==> src/hdl/ccmr_pkg.sv <==
// ----------------------------------------------------------------------------
// ccmr_pkg
// Shared types and constants of the calendar clock minute rollover unit.
// ----------------------------------------------------------------------------
package ccmr_pkg;

  localparam int unsigned CFG_IDX_W  = 2;
  localparam int unsigned CFG_DATA_W = 6;

  localparam int unsigned IN_REC_W   = 47;
  localparam int unsigned IN_DATA_W  = 48;
  localparam int unsigned OUT_REC_W  = 51;
  localparam int unsigned OUT_DATA_W = 56;

  localparam logic [6:0]  SEC_PER_MIN     = 7'd60;
  localparam logic [6:0]  MIN_PER_HOUR    = 7'd60;
  localparam logic [6:0]  MIN_HALF_HOUR   = 7'd30;
  localparam logic [5:0]  MIN_TWENTY      = 6'd20;
  localparam logic [5:0]  MIN_FIFTY       = 6'd50;
  localparam logic [4:0]  HOURS_HALF_DAY  = 5'd12;
  localparam logic [3:0]  HOUR_FIRST      = 4'd1;
  localparam logic [2:0]  WEEKDAY_LIMIT   = 3'd7;
  localparam logic [9:0]  DOY_LIMIT       = 10'h16E;
  localparam logic [9:0]  DOY_LIMIT_LEAP  = 10'h16F;
  localparam logic [8:0]  DOY_FIRST       = 9'd1;
  localparam logic [1:0]  LEAP_YEAR_MASK  = 2'd3;

  localparam logic [5:0]  RST_TRIGGER_BASE            = 6'd0;
  localparam logic [5:0]  RST_TRIGGER_BASE_PLUS_HALF  = 6'd30;
  localparam logic [5:0]  RST_TRIGGER_HALF_MINUS_BASE = 6'd30;
  localparam logic [5:0]  RST_TRIGGER_HOUR_MINUS_BASE = 6'd60;

  typedef enum logic [CFG_IDX_W-1:0] {
    CFG_TRIGGER_BASE            = 2'd0,
    CFG_TRIGGER_BASE_PLUS_HALF  = 2'd1,
    CFG_TRIGGER_HALF_MINUS_BASE = 2'd2,
    CFG_TRIGGER_HOUR_MINUS_BASE = 2'd3
  } ccmr_cfg_idx_e;

  typedef enum logic [2:0] {
    EVT_NONE       = 3'd0,
    EVT_MINUTE     = 3'd1,
    EVT_HALF_HOUR  = 3'd2,
    EVT_TRIGGER_B  = 3'd3,
    EVT_MINUTE_20  = 3'd4,
    EVT_TRIGGER_A  = 3'd5
  } ccmr_event_e;

  typedef struct packed {
    logic [5:0] trigger_base;
    logic [5:0] trigger_base_plus_half;
    logic [5:0] trigger_half_minus_base;
    logic [5:0] trigger_hour_minus_base;
  } ccmr_cfg_t;

  typedef struct packed {
    logic        in_leap;
    logic [15:0] in_year;
    logic [8:0]  in_day_of_year;
    logic [2:0]  in_weekday;
    logic        in_pm;
    logic [3:0]  in_hour;
    logic [5:0]  in_minute;
    logic [6:0]  in_second;
  } ccmr_in_rec_t;

  typedef struct packed {
    ccmr_event_e event_code;
    logic        new_day;
    logic        new_leap;
    logic [15:0] new_year;
    logic [8:0]  new_day_of_year;
    logic [2:0]  new_weekday;
    logic        new_pm;
    logic [3:0]  new_hour;
    logic [5:0]  new_minute;
    logic [6:0]  new_second;
  } ccmr_out_rec_t;

endpackage

==> src/hdl/ccmr_cfg_regs.sv <==
// ----------------------------------------------------------------------------
// ccmr_cfg_regs
// Holds the four minute trigger registers written through the write port.
// ----------------------------------------------------------------------------
module ccmr_cfg_regs import ccmr_pkg::*; (
  input  logic                  clk_i,
  input  logic                  rst_ni,
  input  logic                  cfg_we_i,
  input  logic [CFG_IDX_W-1:0]  cfg_index_i,
  input  logic [CFG_DATA_W-1:0] cfg_wdata_i,
  output ccmr_cfg_t             cfg_o
);

  ccmr_cfg_t cfg_d, cfg_q;

  always_comb begin
    cfg_d = cfg_q;
    if (cfg_we_i) begin
      unique case (ccmr_cfg_idx_e'(cfg_index_i))
        CFG_TRIGGER_BASE:            cfg_d.trigger_base            = cfg_wdata_i;
        CFG_TRIGGER_BASE_PLUS_HALF:  cfg_d.trigger_base_plus_half  = cfg_wdata_i;
        CFG_TRIGGER_HALF_MINUS_BASE: cfg_d.trigger_half_minus_base = cfg_wdata_i;
        CFG_TRIGGER_HOUR_MINUS_BASE: cfg_d.trigger_hour_minus_base = cfg_wdata_i;
        default:                     cfg_d = cfg_q;
      endcase
    end
  end

  always_ff @(posedge clk_i or negedge rst_ni) begin
    if (!rst_ni) begin
      cfg_q.trigger_base            <= RST_TRIGGER_BASE;
      cfg_q.trigger_base_plus_half  <= RST_TRIGGER_BASE_PLUS_HALF;
      cfg_q.trigger_half_minus_base <= RST_TRIGGER_HALF_MINUS_BASE;
      cfg_q.trigger_hour_minus_base <= RST_TRIGGER_HOUR_MINUS_BASE;
    end else begin
      cfg_q <= cfg_d;
    end
  end

  assign cfg_o = cfg_q;

endmodule

==> src/hdl/ccmr_tick_logic.sv <==
// ----------------------------------------------------------------------------
// ccmr_tick_logic
// Combinational minute rollover: carries seconds into minute, hour, day and
// year, and classifies the new minute into an event code.
// ----------------------------------------------------------------------------
module ccmr_tick_logic import ccmr_pkg::*; (
  input  ccmr_in_rec_t  rec_i,
  input  ccmr_cfg_t     cfg_i,
  output ccmr_out_rec_t rec_o
);

  logic        sec_tick;
  logic [6:0]  min_inc;
  logic [4:0]  hour_inc;
  logic [2:0]  wday_inc;
  logic [2:0]  wday_next;
  logic [9:0]  doy_inc;
  logic [9:0]  doy_limit;
  logic [15:0] year_inc;

  assign sec_tick  = rec_i.in_second >= SEC_PER_MIN;
  assign min_inc   = {1'b0, rec_i.in_minute} + 7'd1;
  assign hour_inc  = {1'b0, rec_i.in_hour} + 5'd1;
  assign wday_inc  = rec_i.in_weekday + 3'd1;
  assign wday_next = (wday_inc == WEEKDAY_LIMIT) ? 3'd0 : wday_inc;
  assign doy_inc   = {1'b0, rec_i.in_day_of_year} + 10'd1;
  assign doy_limit = rec_i.in_leap ? DOY_LIMIT_LEAP : DOY_LIMIT;
  assign year_inc  = rec_i.in_year + 16'd1;

  always_comb begin
    rec_o.new_second      = rec_i.in_second;
    rec_o.new_minute      = rec_i.in_minute;
    rec_o.new_hour        = rec_i.in_hour;
    rec_o.new_pm          = rec_i.in_pm;
    rec_o.new_weekday     = rec_i.in_weekday;
    rec_o.new_day_of_year = rec_i.in_day_of_year;
    rec_o.new_year        = rec_i.in_year;
    rec_o.new_leap        = rec_i.in_leap;
    rec_o.new_day         = 1'b0;
    rec_o.event_code      = EVT_NONE;
    if (sec_tick) begin
      rec_o.new_second = rec_i.in_second - SEC_PER_MIN;
      rec_o.new_minute = min_inc[5:0];
      rec_o.event_code = EVT_MINUTE;
      priority if (min_inc == MIN_HALF_HOUR) begin
        rec_o.event_code = EVT_HALF_HOUR;
      end else if (min_inc >= MIN_PER_HOUR) begin
        rec_o.new_minute = 6'd0;
        rec_o.event_code = EVT_HALF_HOUR;
        if (hour_inc > HOURS_HALF_DAY) begin
          rec_o.new_hour = HOUR_FIRST;
        end else begin
          rec_o.new_hour = hour_inc[3:0];
          if (hour_inc == HOURS_HALF_DAY) begin
            rec_o.new_pm = ~rec_i.in_pm;
            // Midnight is the flip from afternoon to morning.
            if (rec_i.in_pm) begin
              rec_o.new_day     = 1'b1;
              rec_o.new_weekday = wday_next;
              if (doy_inc >= doy_limit) begin
                rec_o.new_year        = year_inc;
                rec_o.new_day_of_year = DOY_FIRST;
                rec_o.new_leap        = (year_inc[1:0] & LEAP_YEAR_MASK) == 2'd0;
              end else begin
                rec_o.new_day_of_year = doy_inc[8:0];
              end
            end
          end
        end
      end else if (min_inc[5:0] == cfg_i.trigger_base ||
                   min_inc[5:0] == cfg_i.trigger_base_plus_half) begin
        rec_o.event_code = EVT_TRIGGER_A;
      end else if (min_inc[5:0] == MIN_TWENTY || min_inc[5:0] == MIN_FIFTY) begin
        rec_o.event_code = EVT_MINUTE_20;
      end else if (min_inc[5:0] == cfg_i.trigger_half_minus_base ||
                   min_inc[5:0] == cfg_i.trigger_hour_minus_base) begin
        rec_o.event_code = EVT_TRIGGER_B;
      end else begin
        rec_o.event_code = EVT_MINUTE;
      end
    end
  end

endmodule

==> src/hdl/calendar_clock_minute_rollover_unit.sv <==
// ----------------------------------------------------------------------------
// calendar_clock_minute_rollover_unit
// Advances a twelve-hour calendar clock record by one minute when its second
// count has reached a full minute, and flags minute events.
// ----------------------------------------------------------------------------
// The unit takes one clock record per cycle while the output side is not
// stalled and returns one updated record for each, in order, through the
// input register and then the result register, with the rollover and event
// logic between them. Both stages hold their contents while the output is
// stalled, so up to two records are in flight. The user must write trigger
// registers through the write port only while no record is in flight; the
// block itself does not enforce this. They reset to 0, 30, 30 and 60.
// ----------------------------------------------------------------------------
module calendar_clock_minute_rollover_unit import ccmr_pkg::*; (
  input  logic                  clk_i,
  input  logic                  rst_ni,
  input  logic                  cfg_we_i,
  input  logic [CFG_IDX_W-1:0]  cfg_index_i,
  input  logic [CFG_DATA_W-1:0] cfg_wdata_i,
  input  logic                  s_axis_tvalid,
  output logic                  s_axis_tready,
  // Fields from bit 0: in_second, in_minute, in_hour, in_pm, in_weekday,
  // in_day_of_year, in_year, in_leap, zero fill.
  input  logic [IN_DATA_W-1:0]  s_axis_tdata,
  output logic                  m_axis_tvalid,
  input  logic                  m_axis_tready,
  // Fields from bit 0: new_second, new_minute, new_hour, new_pm, new_weekday,
  // new_day_of_year, new_year, new_leap, new_day, event_code, zero fill.
  output logic [OUT_DATA_W-1:0] m_axis_tdata
);

  ccmr_cfg_t     cfg;
  ccmr_in_rec_t  in_rec_q;
  ccmr_out_rec_t tick_rec;
  ccmr_out_rec_t out_rec_q;
  logic          in_valid_q;
  logic          out_valid_q;
  logic          out_ready;
  logic          in_ready;

  ccmr_cfg_regs u_cfg_regs (
    .clk_i       (clk_i),
    .rst_ni      (rst_ni),
    .cfg_we_i    (cfg_we_i),
    .cfg_index_i (cfg_index_i),
    .cfg_wdata_i (cfg_wdata_i),
    .cfg_o       (cfg)
  );

  ccmr_tick_logic u_tick_logic (
    .rec_i (in_rec_q),
    .cfg_i (cfg),
    .rec_o (tick_rec)
  );

  assign out_ready = !out_valid_q || m_axis_tready;
  assign in_ready  = !in_valid_q || out_ready;

  always_ff @(posedge clk_i or negedge rst_ni) begin
    if (!rst_ni) begin
      in_valid_q  <= 1'b0;
      out_valid_q <= 1'b0;
    end else begin
      if (in_ready) begin
        in_valid_q <= s_axis_tvalid;
      end
      if (out_ready) begin
        out_valid_q <= in_valid_q;
      end
    end
  end

  always_ff @(posedge clk_i) begin
    if (in_ready && s_axis_tvalid) begin
      in_rec_q <= ccmr_in_rec_t'(s_axis_tdata[IN_REC_W-1:0]);
    end
    if (out_ready && in_valid_q) begin
      out_rec_q <= tick_rec;
    end
  end

  assign s_axis_tready = in_ready;
  assign m_axis_tvalid = out_valid_q;
  assign m_axis_tdata  = {{(OUT_DATA_W-OUT_REC_W){1'b0}}, out_rec_q};

endmodule

==> config.mk <==
export PLATFORM = sky130hd
export DESIGN_NAME = calendar_clock_minute_rollover_unit
export DESIGN_NICKNAME = d
export VERILOG_FILES = /design/src/hdl/ccmr_pkg.sv /design/src/hdl/ccmr_cfg_regs.sv /design/src/hdl/ccmr_tick_logic.sv /design/src/hdl/calendar_clock_minute_rollover_unit.sv
export SDC_FILE = /design/constraint.sdc
export NUM_CORES = 1
export LEC_CHECK = 0
export BUFFER_PORTS_ARGS = -buffer_cell sky130_fd_sc_hd__buf_2
export CORE_MARGIN = 2
export CORE_UTILIZATION = 55
export CTS_CLUSTER_DIAMETER = 80
export DETAILED_ROUTE_END_ITERATION = 6
export PLACE_DENSITY = 0.79
export SYNTH_ARGS = -nofsm -noshare
export SYNTH_HDL_FRONTEND = slang
export SYNTH_SLANG_ARGS = --single-unit
export TNS_END_PERCENT = 20
==> constraint.sdc <==
create_clock -name clk_i -period 7.9 [get_ports clk_i]
set_input_delay 0 -clock clk_i [delete_from_list [all_inputs] [get_ports clk_i]]
set_output_delay 0 -clock clk_i [all_outputs]
set_load 0.01 [all_outputs]
==> reports/results.ini <==
[min_path]
min_path_type=in -> reg
min_path_cells=3
hold_path_startpoint=cfg_we_i
whs_endpoint=u_cfg_regs.cfg_o[14]

[layout]
final-instance-count-excl-fill=785
fill_cells=698
insertedDiodeCount=0
drive_above_1_share=0.290
nNetsFinal=707
areaGrowthSynthToFinish_pct=30.7

[power]
worst_ir_drop_on_vdd_v=0.000194
static-leakage-power_nw=3.08
design_power_total_mw=1.79
cellPowerDensity_nw_per_um2=232

[synthesis]
most_used_flip_flop_cell_after_synthesis=sky130_fd_sc_hd__edfxtp_1
yosys_warnings=0
syn_area_um2=5910
synth-edff-count=98
synthesis_stage_register_bit_count=124
netlist_instances=462
synth-seq-area-share=0.611
syn-mean-instance-area_um2=12.8
asyncSetResetFlopFracSynth=0.210
synth_cell_type_count=64

[sta]
tns_ns=0
finalHoldWorstSlack_ns=0.0988
maxClockFrequency_ghz=0.232
hold_violations=0
max-slew-margin-rel=0.195
clock_skew_ns=0.00707
slew_viol_final=0
final_min_period_over_clock_period=0.546
rsz0062_at_grt=no
timing.final.ws_setup_ns=3.59
timing.final.crit_period_ns=4.31
setup_viol=0
tightestPinTransition_ns=1.21

[floorplan]
start_util=0.570
floorplan.die_area_um2=11600
coreArea_um2=10400
num_rows=37
horizontal_extent_of_the_die_um=108
chipHeight_um=108
boundaryPins=119

[run]
max_cap_viol_count=0

[placed_design]
place_inst=691
place.port_buffers=112
dpl_worst_slack_ns=3.68
gp_congestion=0.827
hpwl_um=8140

[global_route]
antenna_violations_before_repair=0
grt_pass1_wl_um=20000
grt-ovfl-total=0
groute.usage.overall=0.231
grt_pass1_vias=4224
grt_max_degree=52

[setup_path]
timing.critical_path.cells=ha_1 -> and4bb_1 -> o21ai_1 -> a21oi_1 -> nand4_2 -> inv_2 -> o21ai_1 -> or3b_1 -> xnor2_1
ff2ff_setup_slack_ns=3.59
cp_top_family=simple AND/OR/NAND/NOR gates
worstPathArrival_ns=4.59
crit_slowest_cell=sky130_fd_sc_hd__a21oi_1
r2r_start=in_rec_q[7]
data_required_time_of_the_critical_path_ns=8.18
worst_r2r_path_depth=9
path_common_cell=sky130_fd_sc_hd__o21ai_1
critPathKind=reg -> reg
critical_path.startpoint_type=register
worstPathMaxFanout=17
r2r_end=m_axis_tdata[45]
endpoint_kind=register
slowest_stage_delay_on_critical_path_ns=0.68
critical_path_buf_inv_count=1

[route]
vias=4267
drt-initial-drc-count=179
totalWireLength_um=12600
final_antenna_net_count=0
remaining_drc_errors=0
detail_route.vias_per_cell=5.44
wire_per_inst_um=16.1
first_pass_iters=6

[clocking]
insertion_delay_ns=0.52
clock_tree_buffer_depth=2
clock_tree.root_cell=sky130_fd_sc_hd__clkbuf_8
cts.sink_count=124
clkTransAtPathRegs_ns=0.06
numCtsBuffers=17
cts-htree-levels=4
clock_tree_from_tritoncts=done

[outcome]
status=finished clean

-- worst reg2reg max path, delay by kind of cell (launching register included) --
kind,cells,cell delay (ns)
and+or+nand+nor,3,1.27
AOI/OAI and AO/OA,3,1.22
DFF,1,0.62
adders and majority gates,1,0.48
buffers and inverters,1,0.34
xor gates and xnor gates,1,0.14
-- sequential cells by signal, summed over array words and instances, names as in the netlist --
register and flops:
in_rec_q 47, in_valid_q 1, m_axis_tdata 51, m_axis_tvalid 1
u_cfg_regs.cfg_o 24
-- kinds of logic after synthesis --
group | after synthesis | synth area share
compound gates | 72 | 0.0830
simple gates | 153 | 0.141
fa+ha+maj | 10 | 0.0212
xor+xnor | 44 | 0.0697
flops | 124 | 0.611
buf+inv | 34 | 0.0284
other cells | 1 | 0.000635
mux | 24 | 0.0457
-- where the power goes --
part           leakage [nW]  total (mW)  internal (mW)  switching [mW]
sequential             1.23       0.831          0.788          0.0429
clock                 0.273       0.740          0.474           0.267
combinational          1.57       0.221          0.111           0.110
-- placed cells by master, fill, tap and decap left out, drive strengths merged, types with 4 or more instances in the layout --
master,netlist,final
edfxtp,98,98
nor2,20,20
clkbuf,7,18
mux2,24,24
dfstp,12,12
nand3,18,18
conb,1,5
and2,4,4
clkinv,0,8
nand2b,7,7
ha,10,10
nand4,5,5
a22o,6,6
dfrtp,14,14
nor2b,7,7
xnor2,26,26
nor3,19,19
nand3b,4,4
and4,4,4
a21oi,10,10
o21ai,27,27
nand2,39,39
dlygate4sd3,0,62
xor2,18,18
inv,11,11
buf,16,112
nor3b,5,5
and3,8,8
-- cell usage after synthesis, types with 12 or more instances --
cell type,instances,area [µm²]
sky130_fd_sc_hd__nor3_1,16,80.1
sky130_fd_sc_hd__nand2_1,39,146
sky130_fd_sc_hd__xor2_1,18,158
sky130_fd_sc_hd__dfstp_2,12,315
sky130_fd_sc_hd__edfxtp_1,98,2940
sky130_fd_sc_hd__dfrtp_1,14,350
sky130_fd_sc_hd__xnor2_1,24,210
sky130_fd_sc_hd__mux2_2,23,259
sky130_fd_sc_hd__o21ai_0,22,110
sky130_fd_sc_hd__nor2_1,20,75.1
sky130_fd_sc_hd__nand3_1,18,90.1
-- cell type report --
cell class | instances | area, µm² | share of cell area
Clock buffer | 18 | 418 | 0.0541
Tap cell | 136 | 170 | 0.0220
Multi-Input combinational cell | 308 | 2150 | 0.279
Sequential cell | 124 | 3610 | 0.467
Timing Repair Buffer | 174 | 1180 | 0.153
Clock inverter | 14 | 153 | 0.0198
Inverter | 11 | 41.3 | 0.00535
-- worst max path at each step --
stage,startpoint,end,slack (ns),cells past startpoint
2_1_floorplan,in_rec_q[8],m_axis_tdata[49],5.29,9
3_3_place_gp,in_rec_q[7],m_axis_tdata[45],3.87,9
3_5_place_dp,in_rec_q[7],m_axis_tdata[45],3.68,9
4_1_cts,in_rec_q[7],m_axis_tdata[45],3.63,9
5_1_grt,in_rec_q[7],m_axis_tdata[45],3.29,9
6_report,in_rec_q[7],m_axis_tdata[45],3.59,9
-- timing repair --
action,4_1_cts,5_1_grt
gates resized for setup,0,0
hold buffers,62,0
hold endpoints to repair,99,0
buffers inserted,0,0
-- routing by layer --
layer  wire [µm]  vias up  track usage
li1            -     2054            -
met1        4610     2035        0.246
met2        6970      150        0.426
met3         718       28       0.0521
met4         332        0        0.114
met5           0        -            0
-- through the flow --
| step | utilization | area (µm²) |
|---|---|---|
| floorplan | - | 5920 |
| global placement | 0.630 | 6530 |
| detailed placement | 0.630 | 6530 |
| CTS | 0.745 | 7720 |
| global route | 0.745 | 7720 |
| finish | 0.745 | 7720 |
(Power assumes the default switching activity.)
